### src/hw/rtl/clock_page_replacement_defines.svh
// assertion helpers for the clock page replacement controller
`ifndef CLOCK_PAGE_REPLACEMENT_DEFINES_SVH
`define CLOCK_PAGE_REPLACEMENT_DEFINES_SVH

// same-cycle implication, checked outside reset
`define CPR_ASSERT_NOW(label, ante, cons, msg) \
	label: assert property (@(posedge clk) disable iff (!arst_n) (ante) |-> (cons)) \
		else $error(msg);

// next-cycle implication, checked outside reset
`define CPR_ASSERT_NEXT(label, ante, cons, msg) \
	label: assert property (@(posedge clk) disable iff (!arst_n) (ante) |=> (cons)) \
		else $error(msg);

`endif

### src/hw/rtl/cpr_pkg.sv
package cpr_pkg;

	// widest frame index over the supported frame range
	localparam int SLOT_MAX_W = 6;
	localparam int SLOT_OUT_W = 4;
	localparam int CFG_W      = 5;
	localparam int FAULT_W    = 32;

	localparam logic [CFG_W-1:0] CFG_RESET = 5'd16;

	typedef struct packed {
		logic                  rd_en;
		logic [SLOT_MAX_W-1:0] rd_addr;
		logic                  wr_en;
		logic [SLOT_MAX_W-1:0] wr_addr;
	} mem_cmd_t;

	typedef struct packed {
		logic                  rd_valid;
		logic                  match;
		logic [SLOT_MAX_W-1:0] addr;
	} mem_rsp_t;

	typedef enum logic [1:0] {
		ST_IDLE,
		ST_SCAN,
		ST_SWEEP,
		ST_EVICT
	} ctrl_state_t;

endpackage

### src/hw/rtl/cpr_frame_store.sv
module cpr_frame_store #(
	parameter int FRAMES    = 16,
	parameter int PAGE_BITS = 16
) (
	input  logic                    clk,
	input  logic                    arst_n,
	input  cpr_pkg::mem_cmd_t       cmd,
	input  logic [PAGE_BITS-1:0]    wr_data,
	input  logic [PAGE_BITS-1:0]    key,
	output cpr_pkg::mem_rsp_t       rsp,
	output logic [PAGE_BITS-1:0]    rd_data
);

	localparam int SLOT_W = (FRAMES > 1) ? $clog2(FRAMES) : 1;

	// resident page per frame, no reset
	logic [PAGE_BITS-1:0] mem [FRAMES];

	logic [PAGE_BITS-1:0]          rd_data_s1;
	logic                          rd_valid_s1;
	logic [cpr_pkg::SLOT_MAX_W-1:0] rd_addr_s1;

	always_ff @(posedge clk) begin
		if (cmd.wr_en) begin
			mem[cmd.wr_addr[SLOT_W-1:0]] <= wr_data;
		end
		if (cmd.rd_en) begin
			rd_data_s1 <= mem[cmd.rd_addr[SLOT_W-1:0]];
			rd_addr_s1 <= cmd.rd_addr;
		end
	end

	always_ff @(posedge clk or negedge arst_n) begin
		if (!arst_n) begin
			rd_valid_s1 <= 1'b0;
		end else begin
			rd_valid_s1 <= cmd.rd_en;
		end
	end

	assign rd_data      = rd_data_s1;
	assign rsp.rd_valid = rd_valid_s1;
	assign rsp.match    = (rd_data_s1 == key);
	assign rsp.addr     = rd_addr_s1;

endmodule

### src/hw/rtl/cpr_ctrl.sv
`include "clock_page_replacement_defines.svh"

module cpr_ctrl #(
	parameter int FRAMES    = 16,
	parameter int PAGE_BITS = 16,
	localparam int CNT_W    = $clog2(FRAMES + 1)
) (
	input  logic                            clk,
	input  logic                            arst_n,
	input  logic                            start,
	output logic                            busy,
	input  logic [PAGE_BITS-1:0]            page_number,
	input  logic [CNT_W-1:0]                active_n,
	output cpr_pkg::mem_cmd_t               cmd,
	output logic [PAGE_BITS-1:0]            wr_data,
	input  cpr_pkg::mem_rsp_t               rsp,
	input  logic [PAGE_BITS-1:0]            rd_data,
	output logic                            done,
	output logic                            hit,
	output logic                            fault,
	output logic [cpr_pkg::SLOT_OUT_W-1:0]  frame_slot,
	output logic                            evicted_valid,
	output logic [PAGE_BITS-1:0]            evicted_page,
	output logic [cpr_pkg::FAULT_W-1:0]     fault_total
);

	localparam int SLOT_W = (FRAMES > 1) ? $clog2(FRAMES) : 1;

	cpr_pkg::ctrl_state_t state_q, state_d;

	logic [PAGE_BITS-1:0]          page_q;
	logic [CNT_W-1:0]              scan_idx_q;
	logic [CNT_W-1:0]              filled_q;
	logic [SLOT_W-1:0]             hand_q;
	logic [FRAMES-1:0]             use_q;
	logic [cpr_pkg::FAULT_W-1:0]   fault_cnt_q;
	logic                          done_q;
	logic                          hit_q;
	logic                          fault_q;
	logic [cpr_pkg::SLOT_OUT_W-1:0] slot_q;
	logic [PAGE_BITS-1:0]          evicted_q;

	logic [CNT_W-1:0]              used;
	logic                          has_free;
	logic                          scan_hit;
	logic                          scan_miss;
	logic [SLOT_W-1:0]             hand_norm;
	logic [SLOT_W-1:0]             hand_inc;
	logic [SLOT_W-1:0]             hit_slot;
	logic [SLOT_W-1:0]             fill_slot;
	logic                          finish;
	logic [cpr_pkg::SLOT_MAX_W-1:0] slot_wide;

	assign used      = (filled_q < active_n) ? filled_q : active_n;
	assign has_free  = (filled_q < active_n);
	assign scan_hit  = (state_q == cpr_pkg::ST_SCAN) && rsp.rd_valid && rsp.match;
	assign scan_miss = (state_q == cpr_pkg::ST_SCAN) && !rsp.rd_valid && (scan_idx_q >= used);
	assign hand_norm = (CNT_W'(hand_q) >= active_n) ? '0 : hand_q;
	assign hand_inc  = ((CNT_W'(hand_q) + CNT_W'(1)) == active_n) ? '0 : hand_q + SLOT_W'(1);
	assign hit_slot  = rsp.addr[SLOT_W-1:0];
	assign fill_slot = filled_q[SLOT_W-1:0];
	assign busy      = (state_q != cpr_pkg::ST_IDLE);

	// next state
	always_comb begin
		state_d = state_q;
		unique case (state_q)
			cpr_pkg::ST_IDLE: begin
				if (start) begin
					state_d = cpr_pkg::ST_SCAN;
				end
			end
			cpr_pkg::ST_SCAN: begin
				if (scan_hit) begin
					state_d = cpr_pkg::ST_IDLE;
				end else if (scan_miss) begin
					state_d = has_free ? cpr_pkg::ST_IDLE : cpr_pkg::ST_SWEEP;
				end
			end
			cpr_pkg::ST_SWEEP: begin
				if (!use_q[hand_q]) begin
					state_d = cpr_pkg::ST_EVICT;
				end
			end
			cpr_pkg::ST_EVICT: begin
				state_d = cpr_pkg::ST_IDLE;
			end
			default: begin
				state_d = cpr_pkg::ST_IDLE;
			end
		endcase
	end

	// memory commands and completion
	always_comb begin
		cmd       = '0;
		finish    = 1'b0;
		slot_wide = '0;
		unique case (state_q)
			cpr_pkg::ST_IDLE: begin
			end
			cpr_pkg::ST_SCAN: begin
				cmd.rd_en   = !scan_hit && (scan_idx_q < used);
				cmd.rd_addr = cpr_pkg::SLOT_MAX_W'(scan_idx_q[SLOT_W-1:0]);
				cmd.wr_en   = scan_miss && has_free;
				cmd.wr_addr = cpr_pkg::SLOT_MAX_W'(fill_slot);
				finish      = scan_hit || (scan_miss && has_free);
				slot_wide   = scan_hit ? cpr_pkg::SLOT_MAX_W'(hit_slot)
				                       : cpr_pkg::SLOT_MAX_W'(fill_slot);
			end
			cpr_pkg::ST_SWEEP: begin
				cmd.rd_en   = !use_q[hand_q];
				cmd.rd_addr = cpr_pkg::SLOT_MAX_W'(hand_q);
			end
			cpr_pkg::ST_EVICT: begin
				cmd.wr_en   = 1'b1;
				cmd.wr_addr = cpr_pkg::SLOT_MAX_W'(hand_q);
				finish      = 1'b1;
				slot_wide   = cpr_pkg::SLOT_MAX_W'(hand_q);
			end
			default: begin
			end
		endcase
	end

	assign wr_data = page_q;

	always_ff @(posedge clk or negedge arst_n) begin
		if (!arst_n) begin
			state_q     <= cpr_pkg::ST_IDLE;
			scan_idx_q  <= '0;
			filled_q    <= '0;
			hand_q      <= '0;
			use_q       <= '0;
			fault_cnt_q <= '0;
			done_q      <= 1'b0;
		end else begin
			state_q <= state_d;
			done_q  <= finish;
			unique case (state_q)
				cpr_pkg::ST_IDLE: begin
					scan_idx_q <= '0;
				end
				cpr_pkg::ST_SCAN: begin
					if (cmd.rd_en) begin
						scan_idx_q <= scan_idx_q + CNT_W'(1);
					end
					if (scan_hit) begin
						use_q[hit_slot] <= 1'b1;
					end else if (scan_miss) begin
						if (has_free) begin
							use_q[fill_slot] <= 1'b1;
							filled_q         <= filled_q + CNT_W'(1);
						end else begin
							hand_q <= hand_norm;
						end
					end
				end
				cpr_pkg::ST_SWEEP: begin
					// second chance: clear and move on
					if (use_q[hand_q]) begin
						use_q[hand_q] <= 1'b0;
						hand_q        <= hand_inc;
					end
				end
				cpr_pkg::ST_EVICT: begin
					use_q[hand_q] <= 1'b1;
					hand_q        <= hand_inc;
					if (fault_cnt_q != '1) begin
						fault_cnt_q <= fault_cnt_q + cpr_pkg::FAULT_W'(1);
					end
				end
				default: begin
				end
			endcase
		end
	end

	always_ff @(posedge clk) begin
		if (start && !busy) begin
			page_q <= page_number;
		end
		if (finish) begin
			hit_q     <= scan_hit;
			fault_q   <= (state_q == cpr_pkg::ST_EVICT);
			slot_q    <= slot_wide[cpr_pkg::SLOT_OUT_W-1:0];
			evicted_q <= (state_q == cpr_pkg::ST_EVICT) ? rd_data : '0;
		end
	end

	assign done          = done_q;
	assign hit           = hit_q;
	assign fault         = fault_q;
	assign frame_slot    = slot_q;
	assign evicted_valid = fault_q;
	assign evicted_page  = evicted_q;
	assign fault_total   = fault_cnt_q;

	`CPR_ASSERT_NOW(a_hit_fault_excl, done_q, !(hit_q && fault_q), "hit and fault together")
	`CPR_ASSERT_NOW(a_evict_zero, done_q && !fault_q, evicted_q == '0, "eviction without fault")
	`CPR_ASSERT_NOW(a_hand_range, state_q == cpr_pkg::ST_SWEEP, CNT_W'(hand_q) < active_n,
		"hand outside active frames")
	`CPR_ASSERT_NOW(a_fill_bound, 1'b1, filled_q <= CNT_W'(FRAMES), "fill count overflow")
	`CPR_ASSERT_NEXT(a_start_busy, start && !busy, busy, "accepted transaction not started")

endmodule

### src/hw/rtl/clock_page_replacement.sv
// clock (second-chance) page replacement, one page reference per transaction
// sequence: a hit ends the lookup scan, a miss with a free frame fills that frame,
//   and a fault runs the lookup, then the hand sweep, then the eviction
// throughput: one transaction at a time, the next accepted in the cycle the result is strobed
// reset: use bits, fill count, hand and fault count cleared, frame_count back to 16;
//   frame ram is not cleared, results are strobed once and cannot be stalled
module clock_page_replacement #(
	parameter int FRAMES    = 16,
	parameter int PAGE_BITS = 16
) (
	input  logic                            clk,
	input  logic                            arst_n,
	// command channel
	input  logic                            start,
	output logic                            busy,
	input  logic [PAGE_BITS-1:0]            page_number,
	// configuration write channel
	input  logic                            cfg_valid,
	output logic                            cfg_ready,
	input  logic [cpr_pkg::CFG_W-1:0]       cfg_data,
	// result strobe and fields
	output logic                            done,
	output logic                            hit,
	output logic                            fault,
	output logic [cpr_pkg::SLOT_OUT_W-1:0]  frame_slot,
	output logic                            evicted_valid,
	output logic [PAGE_BITS-1:0]            evicted_page,
	output logic [cpr_pkg::FAULT_W-1:0]     fault_total
);

	localparam int CNT_W = $clog2(FRAMES + 1);
	// comparison width covering both the register and the frame count
	localparam int CMP_W = (CNT_W > cpr_pkg::CFG_W) ? CNT_W : cpr_pkg::CFG_W;

	logic [cpr_pkg::CFG_W-1:0] frame_count_q;
	logic [CMP_W-1:0]          cfg_ext;
	logic [CNT_W-1:0]          active_n;

	cpr_pkg::mem_cmd_t    cmd;
	cpr_pkg::mem_rsp_t    rsp;
	logic [PAGE_BITS-1:0] wr_data;
	logic [PAGE_BITS-1:0] rd_data;

	// frame count only changes between transactions
	assign cfg_ready = !busy;

	always_ff @(posedge clk or negedge arst_n) begin
		if (!arst_n) begin
			frame_count_q <= cpr_pkg::CFG_RESET;
		end else if (cfg_valid && cfg_ready) begin
			frame_count_q <= cfg_data;
		end
	end

	// zero behaves as one frame, anything above the build size as the build size
	assign cfg_ext = CMP_W'(frame_count_q);

	always_comb begin
		if (cfg_ext == '0) begin
			active_n = CNT_W'(1);
		end else if (cfg_ext > CMP_W'(FRAMES)) begin
			active_n = CNT_W'(FRAMES);
		end else begin
			active_n = cfg_ext[CNT_W-1:0];
		end
	end

	// sequencer: lookup scan, fill, hand sweep and eviction
	cpr_ctrl #(
		.FRAMES    (FRAMES),
		.PAGE_BITS (PAGE_BITS)
	) u_ctrl (
		.clk           (clk),
		.arst_n        (arst_n),
		.start         (start),
		.busy          (busy),
		.page_number   (page_number),
		.active_n      (active_n),
		.cmd           (cmd),
		.wr_data       (wr_data),
		.rsp           (rsp),
		.rd_data       (rd_data),
		.done          (done),
		.hit           (hit),
		.fault         (fault),
		.frame_slot    (frame_slot),
		.evicted_valid (evicted_valid),
		.evicted_page  (evicted_page),
		.fault_total   (fault_total)
	);

	// resident page ram with registered read and compare against the reference
	cpr_frame_store #(
		.FRAMES    (FRAMES),
		.PAGE_BITS (PAGE_BITS)
	) u_frame_store (
		.clk     (clk),
		.arst_n  (arst_n),
		.cmd     (cmd),
		.wr_data (wr_data),
		.key     (wr_data),
		.rsp     (rsp),
		.rd_data (rd_data)
	);

endmodule

### config.mk
export PLATFORM = sky130hd
export DESIGN_NAME = clock_page_replacement
export DESIGN_NICKNAME = d
export VERILOG_FILES = /design/src/hw/rtl/cpr_pkg.sv /design/src/hw/rtl/cpr_frame_store.sv /design/src/hw/rtl/cpr_ctrl.sv /design/src/hw/rtl/clock_page_replacement.sv
export VERILOG_INCLUDE_DIRS = /design/src /design/src/hw/rtl
export SDC_FILE = /design/constraint.sdc
export NUM_CORES = 1
export LEC_CHECK = 0
export BUFFER_PORTS_ARGS = -buffer_cell sky130_fd_sc_hd__buf_2
export CAP_MARGIN = 40
export CORE_AREA = 2 2 177 179
export CTS_CLUSTER_SIZE = 25
export DETAILED_ROUTE_END_ITERATION = 6
export DIE_AREA = 0 0 179 181
export GPL_TIMING_DRIVEN = 0
export PLACE_DENSITY = 0.72
export SYNTH_ARGS = -nofsm -noshare
export SYNTH_HDL_FRONTEND = slang
export SYNTH_HIERARCHICAL = 1
export SYNTH_SLANG_ARGS = --single-unit
### constraint.sdc
create_clock -name clk -period 8.9 [get_ports clk]
set_clock_uncertainty 0.15 [all_clocks]
set_input_delay 0.445 -clock clk [delete_from_list [all_inputs] [get_ports clk]]
set_output_delay 0.445 -clock clk [all_outputs]
set_load 0.03 [all_outputs]
# ---- After elaboration in Yosys (flattened, before gate mapping)
# Memory sizes are Yosys's and may differ from the RTL's. A register that Yosys moved wholly into a read port is not among the register bits.
# Index checks and enable logic that the tools add are counted.
dict set report totals {
  regBits 113
  mem_bits_rw 256
  inputBits 25
  out_inout_bits 58
  wordCells 119
  memories 1
}
# memory depth width read_ports rd_clocked_by_memory_dff wr line_no
set mem_list {}
lappend mem_list {u_frame_store.mem 16 16 1 1 1 cpr_frame_store.sv:17} ;# logic [PAGE_BITS-1:0] mem [FRAMES];
dict set report op_classes {
  add_sub_neg 5
  magnitude_cmp 11
  n_eq_ne 16
  muxes 38
  bitwise 6
  n_reduce_logical 27
}
# op n
set ops {}
lappend ops {{16-bit two-way mux} 4}
lappend ops {{16-bit bitwise OR} 3}
lappend ops {{16-bit case mux with 3 select lines} 1}
lappend ops {{32-bit by 1-bit adder with 32-bit output (second input constant)} 1}
lappend ops {{32-bit != test (second input constant)} 1}
lappend ops {{4-bit two-way mux} 7}
lappend ops {{7-bit case mux with 2 select lines} 2}
lappend ops {{5-bit two-way mux} 4}
lappend ops {{16-bit AND} 1}
lappend ops {{16-bit equality test} 1}
lappend ops {{16-bit inverter} 1}
lappend ops {{4-bit by 5-bit < comparator with 1-bit output (second input constant)} 3}
lappend ops {{1-bit demux with 4-bit select} 3}
lappend ops {{4-bit by 1-bit greater-or-equal comparator with 1-bit output (second input constant)} 3}
lappend ops {{4-bit case mux with 3 select lines} 1}
lappend ops {{1-bit logical AND} 11}
lappend ops {{5-bit by 1-bit adder with 5-bit output (second input constant)} 2}
lappend ops {{5-bit < comparator} 2}
lappend ops {{2-bit two-way mux} 5}
lappend ops {{2-bit != test (second input constant)} 5}
lappend ops {{5-bit case mux with 2 select lines} 1}
lappend ops {{2-bit case mux with 4 select lines} 1}
lappend ops {{4-bit case mux with 2 select lines} 1}
lappend ops {{4-bit AND reduction} 2}
lappend ops {{23 further kinds} 37}

# ---- Longest topological paths before layout
dict set report depth {
  ltp_word 11
  depth_mapped 17
  mapped_depth_nobuf 16
}

# ---- Hierarchy
# Netlist, hierarchy kept.
# mod n_inst cells_each area_per_inst_um2 seq_area_each_um2
set by_module_without_submodules {}
lappend by_module_without_submodules {cpr_frame_store 1 461 10585.2 8373.0}
lappend by_module_without_submodules {cpr_ctrl 1 563 5743.0 2767.7}
lappend by_module_without_submodules {clock_page_replacement 1 19 237.7 126.4}

# ---- Worst setup path before layout
# OpenSTA, ideal clock, no wires.
dict set report synth_path {
  kind {flip-flop to flip-flop}
  startpoint {register frame_count_q, in the netlist cfg_ext[4]}
  endpoint {memory u_frame_store.mem[0][0], enable pin}
  setup_time_ps 409
  arrival_time_ps 4719
  required_time_ps 8341
  slack_ps 3621
  stages_incl_launch_ff 17
  path_buffers 1
  synth_period_minus_slack_ps 5279
  cell_sequence {dfstp_2 > nor2b_1 > inv_1 > ha_1 > a21o_1 > a31oi_1 > o21ai_0 > buf_2 > mux2i_1 > ha_1 > nand4_1 > a21o_1 > a21oi_1 > nor3b_2 > or2_2 > or3b_2 > nor3_1}
}
# element line_no
set synth_rtl {}
lappend synth_rtl {{start: declaration} clock_page_replacement.sv:35} ;# logic [cpr_pkg::CFG_W-1:0] frame_count_q;
lappend synth_rtl {{start signal: assignment} clock_page_replacement.sv:49} ;# frame_count_q <= cpr_pkg::CFG_RESET;
lappend synth_rtl {{start signal: assignment} clock_page_replacement.sv:51} ;# frame_count_q <= cfg_data;
lappend synth_rtl {{end: declaration} cpr_frame_store.sv:17}

==> results.py <==
metrics = {
    "route": {
        "wl_per_cell_um": 23.46,
        "via_per_inst": 6.051,
        "dr_total_vias": 9863,
        "firstDrtPassIters": 5,
        "remaining_drc_errors": 0,
        "drtIter0Drc": 1111,
        "finalWirelength_um": 38240,
        "drtAntennaViolNets": 0,
    },
    "place": {
        "place.gp.congestion": 0.8986,
        "port_buffers": 82,
        "post_dp_cell_area_mm2": 0.01777,
        "dp_hpwl_um": 25880,
    },
    "finish": {
        "fill_cells": 2181,
        "drive_gt1_frac": 0.2220,
        "final_cell_mix": "314 x edfxtp_1, 85 x buf_2, 84 x nand2_1, 70 x dfrtp_1, 57 x mux4_2",
        "final_common_cell": "edfxtp_1",
        "num-nets-final": 1256,
        "seqCellArea_mm2": 0.01121,
        "diodes": 0,
        "stdcell_area_mm2": 0.01935,
        "syn_to_final_growth_pct": 17.46,
        "multiInputGateArea_mm2": 0.004938,
    },
    "sta": {
        "rsz0062_at_grt": "no",
        "fin_crit_sh": 0.6272,
        "finalHoldViolations": 0,
        "slew_headroom": 0.3444,
        "timing.fmax_mhz": 179.1,
        "post-route-min-period_ns": 5.582,
        "worstMarginPinSlew_ns": 0.9744,
        "finalSetupTns_ns": 0,
        "setup_viol": 0,
        "drv_slew": 0,
    },
    "cts": {
        "cts_root_buf": "clkbuf_16",
        "cts.path.max_buffers": 3,
        "clock_latency_ns": 0.54,
        "htreeDepth": 2,
        "clkSinkCount": 385,
        "cts_tree": "yes",
        "cts_buffers": 39,
        "ctsResizeCount": 0,
        "path_clk_slew_ns": 0.06,
    },
    "die": {
        "initial_core_util": 0.5428,
        "die-area_mm2": 0.03240,
        "die_y_um": 181,
        "rows": 64,
        "die_w_um": 179,
        "io_pins": 83,
        "coreArea_mm2": 0.03035,
    },
    "setup_path": {
        "path_cells": "nor2b_1, inv_1, ha_1, a21o_1, a31oi_1, o21ai_0, buf_2, mux2i_1, ha_1, nand4_1, a21o_1, a21oi_1, nor3b_2, or2_2, or3b_2, nor3_2, buf_4",
        "worstSetupPathType": "reg -> reg",
        "cpPeakStageDelay_ns": 0.53,
        "startpoint": "cfg_ext[4]$_DFFE_PN1P_",
        "r2r_cells": 17,
        "ff2ff_setup_slack_ns": 3.32,
        "path_depth": 17,
        "crit_fanout": 10,
        "crit_path_end_kind": "register",
        "critPathRequiredTime_ns": 9.00,
        "critPathTopFamily": "simple AND/OR/NAND/NOR gates",
        "crit_arrival_ns": 5.68,
        "endpoint": "u_frame_store/mem[0][3]$_DFFE_PP_",
        "path_buf_inv": 3,
        "r2r_end": "u_frame_store/mem[0][3]$_DFFE_PP_",
        "cp_slowest_cell": "or3b_2",
        "start_kind": "register",
        "r2r_start": "cfg_ext[4]$_DFFE_PN1P_",
    },
    "yosys": {
        "synth_fp_nets": 1088,
        "syn_area_mm2": 0.01647,
        "yosys_warnings": 6,
        "avgSynthCellArea_um2": 15.90,
        "syn_inst": 1036,
    },
    "power_and_ir_drop": {
        "power_density_mw_per_mm2": 309.6,
        "power_leakage_uw": 0.006901,
        "irDropWorstVdd_uv": 256.5,
    },
    "global_route": {
        "grt_antenna_before_repair": 0,
        "grtUsageTotal": 0.2416,
        "grt_pass1_vias": 9800,
        "overflow": 0,
        "grt_pass1_wl_um": 58360,
        "grt_start_max_net_pins": 57,
    },
    "outcome": {
        "status": "complete, no violations",
    },
    "hold_path": {
        "min_path_type": "in -> reg",
        "min-delay-start": "cfg_data[1]",
    },
    "flow_run": {
        "cap_violations": 0,
    },
}
[routing by layer]
layer  GRT usage  vias up  part of all wire
met4     0.07675        0             0.028
met3     0.03325       71             0.066
li1            -     4402                 -
met5           0        -                 0
met2      0.4002      425              0.50
met1      0.3333     4965              0.41
[where the power goes]
part	leakage [uW]	switching, uW	internal [uW]
Combinational	0.00245	1090	629
Clock	0.000669	694	1030
Sequential	0.00378	205	2350
[cell type report]
cell class	instances	area share
clock inverters	26	0.01701
clock buffers	45	0.05380
well taps	396	0.02561
repair buffers	127	0.04953
inverters	30	0.005820
flip-flops and latches	385	0.5792
plain buffers	53	0.01377
multi-input cells	568	0.2552
[worst register-to-register path: cells and delay by family (launching register included)]
kind | cells | cell delay (ns)
AOI/OAI and AO/OA | 5 | 0.99
buffers and inverters | 3 | 0.73
muxes | 1 | 0.13
DFF | 1 | 0.39
adders and majority gates | 2 | 0.66
and+or+nand+nor | 6 | 2.27
[through the flow]
step	hold slack [ns]	utilization	setup WS [ns]	total power [uW]	std cells
2_1_floorplan	-0.0005911	-	3.621	3660	1036
3_3_place_gp	0.3224	0.5726	1.792	4152	1514
3_5_place_dp	0.1882	0.5855	3.252	4280	1538
4_1_cts	0.005511	0.6373	3.207	6012	1629
5_1_grt	0.01120	0.6375	2.954	6254	1630
6_report	0.01887	0.6375	3.318	5991	1630
[registers in the layout (all words and copies together) (netlist names), 5 cells and up, named ones only]
signal	cells
u_ctrl/use_q	16
u_ctrl/scan_idx_q	5
u_ctrl/fault_total	32
u_ctrl/evicted_page	16
u_frame_store/rd_data	16
u_frame_store/mem	256
cfg_ext	5
u_ctrl/filled_q	5
u_ctrl/wr_data	16
[worst min-delay path by stage]
stage | slack [ns] | depth (start not counted) | endpoint
2_1_floorplan | -0.0006 | 0 | cfg_ext[0]$_DFFE_PN0P_
3_3_place_gp | 0.32 | 1 | u_ctrl/fault_total[10]$_DFFE_PN0P_
3_5_place_dp | 0.19 | 1 | cfg_ext[3]$_DFFE_PN0P_
4_1_cts | 0.006 | 2 | cfg_ext[1]$_DFFE_PN0P_
5_1_grt | 0.01 | 2 | cfg_ext[1]$_DFFE_PN0P_
6_report | 0.02 | 2 | cfg_ext[1]$_DFFE_PN0P_
[timing repair]
item                      4_1_cts  5_1_grt
setup buffers                   0        0
hold endpoints to repair       89        0
hold buffers                   20        0
(Power assumes the default switching activity.)
